**src/sv/set_sat.sv**
```systemverilog
`timescale 1ns / 1ps
// Saturating weight update: base plus signed delta, clamped to 0..255.
// Depends on nothing; shared by the sequencer for all three weights.
module set_sat (
  input  logic              [7:0] base,
  input  logic signed       [7:0] delta,
  output logic              [7:0] result
);

  logic signed [9:0] sum;

  assign sum = $signed({2'b00, base}) + 10'(delta);

  always_comb begin
    if (sum < 0) begin
      result = 8'd0;
    end else if (sum > 10'sd255) begin
      result = 8'd255;
    end else begin
      result = sum[7:0];
    end
  end

endmodule

```
**config.mk**
```make
export PLATFORM = sky130hd
export DESIGN_NAME = set_sat
export DESIGN_NICKNAME = d
export VERILOG_FILES = /design/src/sv/set_sat.sv
export SDC_FILE = /design/constraint.sdc
export NUM_CORES = 1
export LEC_CHECK = 0
export ABC_CLOCK_PERIOD_IN_PS = 3800
export BUFFER_PORTS_ARGS = -buffer_cell sky130_fd_sc_hd__buf_2
export CORE_MARGIN = 2
export CORE_UTILIZATION = 25
export DETAILED_ROUTE_END_ITERATION = 7
export PLACE_DENSITY_LB_ADDON = 0.12
export SYNTH_ARGS = -nofsm -noshare
export SYNTH_HDL_FRONTEND = slang
export SYNTH_SLANG_ARGS = --single-unit
```
**constraint.sdc**
```tcl
create_clock -name vclk -period 3.8
set_input_delay 0.76 -clock vclk [all_inputs]
set_output_delay 0.76 -clock vclk [all_outputs]
set_load 0.005 [all_outputs]
```
==> results by group, run 1 <==
Run status
  – Outcome: finished, final reports clean

Critical path
  – Startpoint types: input pin
  – Worst EP required: between 3 and 4 ns
  – CP Capture Type: output pin
  – Biggest cell delay along the critical path: ~0.40 ns
  – WP buf/inv: 3
  – CP Cell Sequence: buf_2 -> ha_1 -> inv_1 -> fa_1 -> nand2b_1 -> a21oi_2 -> o22ai_4 -> a2111oi_1 -> a31o_1 -> buf_2
  – CP arrival: roughly 2.7 ns
  – Family with the most delay on the worst path: compound AO/OA/AOI/OAI gates
  – Cell mode on critical path: buf_2
  – Worst setup path start: base[0]
  – Critical Path Fanout Max: 6
  – CP Class: in -> out
  – Slowest CP cell: a2111oi_1

Routing
  – Final Routed Wirelength: about 1600 µm
  – DRC viols: 0
  – Routed vias: approximately 690
  – Antenna-violating nets left: 0
  – Routed len/inst: between 10 and 15 µm
  – Vias per cell: 5.18
  – Number of DRC markers in iteration 0: 10
  – Number of iterations in the first detailed-routing pass: 4

Finish
  – Final Instance Count excl. Fillers: about 130
  – FF+latch count: 0
  – Final Util: 0.323
  – Proportion of layout cells with a drive suffix above 1: 0.330
  – Sequential standard cell area: 0 µm²
  – Antenna Diode Count: 0
  – Fin nets: between 100 and 150
  – Layout area overhead: 24.2%
  – Design Area, Final: just under 800 µm²
  – # clk buffers: 0

Job
  – Max_cap viols: 0

Synthesis
  – Mean Syn Cell Area: 7.90 µm²
  – Sequential element share of the synthesized area: 0
  – Mapped Cells: 80
  – YS warnings: 0
  – Synthesized area: 632 µm²
  – Post-Syn Nets: between 100 and 150
  – Netlist cell types: 42

GRT
  – Vias in the first global route: between 600 and 700
  – Total GRT Usage: 0.118
  – Largest net degree at the start of global routing: 13
  – Initial antenna violation count: 0
  – First-pass GRT wire length: 2730 µm
  – Total grt overflow: 0

STA
  – Max Slew Vio Count: 0
  – Setup-failing EPs final: 0
  – Final count of hold timing violations: 0
  – Fin crit period: 3.42 ns
  – RSZ-0062 raised after global routing: no
  – Period utilization: 0.900
  – WHS: 1.96 ns
  – Final worst-path setup slack: 0.381 ns
  – Slew of the pin with the lowest slew margin: roughly 0.48 ns
  – Max Fclk: around 0.29 GHz
  – Worst rel slew slack: 0.675
  – Setup tns final: 0 ns

Floorplan
  – Initial core utilization: 0.260
  – I/O Pins: 24
  – Die Wd: 54.3 µm
  – Num rows: 18
  – Core area: about 2400 µm²
  – Die area: around 2900 µm²
  – Die height: about 54 µm

Place
  – Placement Setup Slack: about 0.39 ns
  – Placed insts: about 130
  – Area after DPL: 785 µm²
  – Dpl hpwl: 1350 µm
  – GPL Wtd Cong: approximately 0.75
  – PortBufs: 24

Min path
  – Hold Crit Depth: 3
  – Worst hold path type: in -> out
  – Worst hold start: delta[7]
  – Hold path endpoint: result[7]

Pwr
  – Flop pwr share: 0
  – Net Sw Power: ~0.068 mW
  – Power Total: ~0.13 mW
  – Pleak: ~0.35 nW
  – Clock power frac: 0
  – PwrDens: around 160 nW/µm²
  – VDD IR-drop max: 47.8 µV
  – Switching part of the total power: 0.526
  – Power share of the combinational group: 1.000
  – Internal power: between 0.06 and 0.07 mW

CTS
  – Post_cts resized: 0
  – Setup Buffers After CTS: 0
  – CTS Hold Buffers Added: 0
## worst max path at each step
stage	to	slack (ns)	cells past startpoint
2_1_floorplan	result[1]	0.68	8
4_1_cts	result[1]	0.36	10
6_report	result[1]	0.38	10
3_5_place_dp	result[1]	0.39	10
3_3_place_gp	result[1]	0.41	10
5_1_grt	result[6]	0.19	10
## power groups by stage
stage	sequential, mW	combinational (mW)	clock [mW]
3_5_place_dp	0	0.129	0
4_1_cts	0	0.130	0
3_3_place_gp	0	0.129	0
6_report	0	0.129	0
5_1_grt	0	0.147	0
2_1_floorplan	0	0.0921	0
## final cells by class
| cell class | count | area, µm² |
|---|---|---|
| Tap cell | 30 | 37.5 |
| Inverter | 9 | 33.8 |
| Multi-Input combinational cell | 70 | 593 |
| Timing Repair Buffer | 24 | 120 |
| Fill cell | 282 | 1650 |
## cells in the mapped netlist, drive strengths merged, types with 2 or more instances
cell,instances,share of area
nand2,3,0.018
nor2,2,0.012
nand2b,4,0.040
o22ai,3,0.051
a21oi,6,0.065
o21ai,5,0.040
a21o,2,0.024
xor2,3,0.053
a22oi,4,0.048
and2,2,0.020
nor2b,2,0.020
ha,9,0.18
a2111oi,2,0.030
o211ai,2,0.024
a211oi,2,0.032
inv,9,0.053
## logic make-up after synthesis
| kind of cell | count (synthesis) | synth area share |
|---|---|---|
| adder cells (fa/ha/maj) | 10 | 0.210 |
| AO/OA/AOI/OAI | 36 | 0.455 |
| AND/OR/NAND/NOR | 20 | 0.206 |
| XOR/XNOR | 4 | 0.0673 |
| buffers and inverters | 10 | 0.0614 |
## metal layers
metal  vias up  part of all wire  global-route usage
met1       315              0.46               0.144
li1        360                 -                   -
met5         -                 0                   0
met3         0             0.047                   0
met2        14              0.49               0.239
met4         0                 0                   0
## cell usage in the layout (no fill, tap or decap), types with 2 or more instances in the layout
master	Yosys	layout
o22ai_1	2	2
nand2_1	3	3
a21o_1	2	2
a22oi_1	4	4
nand2b_1	4	4
o211ai_1	2	2
nor2_1	2	2
ha_1	9	9
o21ai_1	4	4
xor2_1	2	2
and2_1	2	2
inv_1	9	9
buf_2	1	24
a21oi_2	3	3
a21oi_1	3	3
nor2b_1	2	2
(Power assumes the default switching activity.)
==> run 2: changes to the inputs <==
--- a/config.mk
+++ b/config.mk
@@ -7,6 +7,8 @@
 export LEC_CHECK = 0
 export ABC_CLOCK_PERIOD_IN_PS = 3800
 export BUFFER_PORTS_ARGS = -buffer_cell sky130_fd_sc_hd__buf_2
+export CELL_PAD_IN_SITES_DETAIL_PLACEMENT = 0
+export CELL_PAD_IN_SITES_GLOBAL_PLACEMENT = 1
 export CORE_MARGIN = 2
 export CORE_UTILIZATION = 25
 export DETAILED_ROUTE_END_ITERATION = 7
==> run 2 against run 1 <==
  * Final area is the same
  * Wire length grew 2.3%
  * Largest power group unchanged
  * Hold slack lost 0.0043 ns
  * Sequential share of layout area is the same
  * Die area is the same
  * Critical endpoint is now result[7]
  * Highest routed layer unchanged
  * Largest cell class unchanged
  * Sequential cell count is the same
==> results by group, run 2 (synthesis results as in run 1) <==
CTS
  – Post_cts resized: 0
  – CTS Hold Buffers Added: 0
  – Setup Buffers After CTS: 0

Floorplan
  – Die height: ~54 µm
  – Initial core utilization: 0.260
  – Die area: 2950 µm²
  – Core area: around 2400 µm²
  – I/O Pins: 24
  – Die Wd: around 54 µm
  – Num rows: 18

Place
  – PortBufs: 24
  – Placement Setup Slack: roughly 0.34 ns
  – Area after DPL: between 700 and 800 µm²
  – GPL Wtd Cong: 0.737
  – Dpl hpwl: ~1400 µm

GRT
  – Vias in the first global route: about 580
  – Initial antenna violation count: 0
  – First-pass GRT wire length: around 2600 µm
  – Total grt overflow: 0
  – Largest net degree at the start of global routing: 13
  – Total GRT Usage: 0.114

STA
  – Max Fclk: about 0.29 GHz
  – Final count of hold timing violations: 0
  – Setup tns final: 0 ns
  – Fin crit period: approximately 3.4 ns
  – Max Slew Vio Count: 0
  – Slew of the pin with the lowest slew margin: around 0.61 ns
  – RSZ-0062 raised after global routing: no
  – WHS: about 2.0 ns
  – Final worst-path setup slack: 0.351 ns
  – Period utilization: 0.908
  – Worst rel slew slack: 0.586
  – Setup-failing EPs final: 0

Finish
  – Sequential standard cell area: 0 µm²
  – FF+latch count: 0
  – Fin nets: ~130
  – # clk buffers: 0
  – Antenna Diode Count: 0
  – Proportion of layout cells with a drive suffix above 1: 0.330
  – Final Util: 0.323
  – Commonest non-fill, non-tap cell in the layout: buf_2
  – Layout area overhead: 24.2%
  – Design Area, Final: around 780 µm²
  – Commonest non-fill, non-tap cells in the layout: 24 x buf_2, 9 x inv_1, 9 x ha_1

Min path
  – Hold path endpoint: result[7]
  – Worst hold start: delta[7]
  – Hold Crit Depth: 3
  – Worst hold path type: in -> out

Critical path
  – Startpoint types: input pin
  – CP Capture Type: output pin
  – CP Class: in -> out
  – Worst EP required: 3.04 ns
  – CP arrival: ~2.7 ns
  – Critical Path Fanout Max: 4

Routing
  – DRC viols: 0
  – Vias per cell: 5.27
  – Final Routed Wirelength: approximately 1600 µm
  – Routed vias: between 700 and 800
  – Number of iterations in the first detailed-routing pass: 4
  – Number of DRC markers in iteration 0: 7
  – Antenna-violating nets left: 0
  – Routed len/inst: about 12 µm

Job
  – Max_cap viols: 0

Pwr
  – PwrDens: roughly 160 nW/µm²
  – VDD IR-drop max: approximately 56 µV
  – Pleak: about 0.35 nW

Run status
  – Outcome: finished, final reports clean
## run 2: cell counts in the layout (fill, tap and decap cells not counted)
Identical to the previous run, type by type.
## run 2: how the worst max path moves through the flow
| stage | start | to | slack (ns) |
|---|---|---|---|
| 6_report | base[0] | result[7] | 0.35 |
| 5_1_grt | base[0] | result[1] | 0.16 |
| 4_1_cts | base[0] | result[7] | 0.34 |
| 3_5_place_dp | base[0] | result[1] | 0.34 |
| 3_3_place_gp | base[0] | result[7] | 0.38 |
| 2_1_floorplan | base[0] | result[1] | 0.68 |
## run 2: layout make-up
cell class	count	area [µm²]
Fill cell	281	1650
Timing Repair Buffer	24	120
Tap cell	30	37.5
Multi-Input combinational cell	70	593
Inverter	9	33.8
## run 2: critical path: stages
cell      delay [ns]
buf_2           0.10
ha_1            0.20
inv_1           0.07
fa_1            0.19
nand2b_1        0.20
a21oi_2         0.10
o41ai_1         0.52
o22ai_1         0.17
a221oi_2        0.22
buf_2           0.14
## run 2: routing by layer
metal / vias to the layer above / share of wire / global-route usage
met5: - / 0 / 0
met4: 0 / 0 / 0
met3: 0 / 0.041 / 0
met2: 16 / 0.45 / 0.187
met1: 326 / 0.51 / 0.175
li1: 359 / - / -
## run 2: report_power, final
group | internal [mW] | switching [mW]
clock network | 0 | 0
logic | 0.0611 | 0.0679
registers | 0 | 0
## run 2: metrics by stage
stage	std cells	total power, mW
after global placement	133	0.130
after detailed placement	133	0.130
final	133	0.129
after global routing	133	0.144
after floorplan	80	0.0921
after CTS	133	0.131
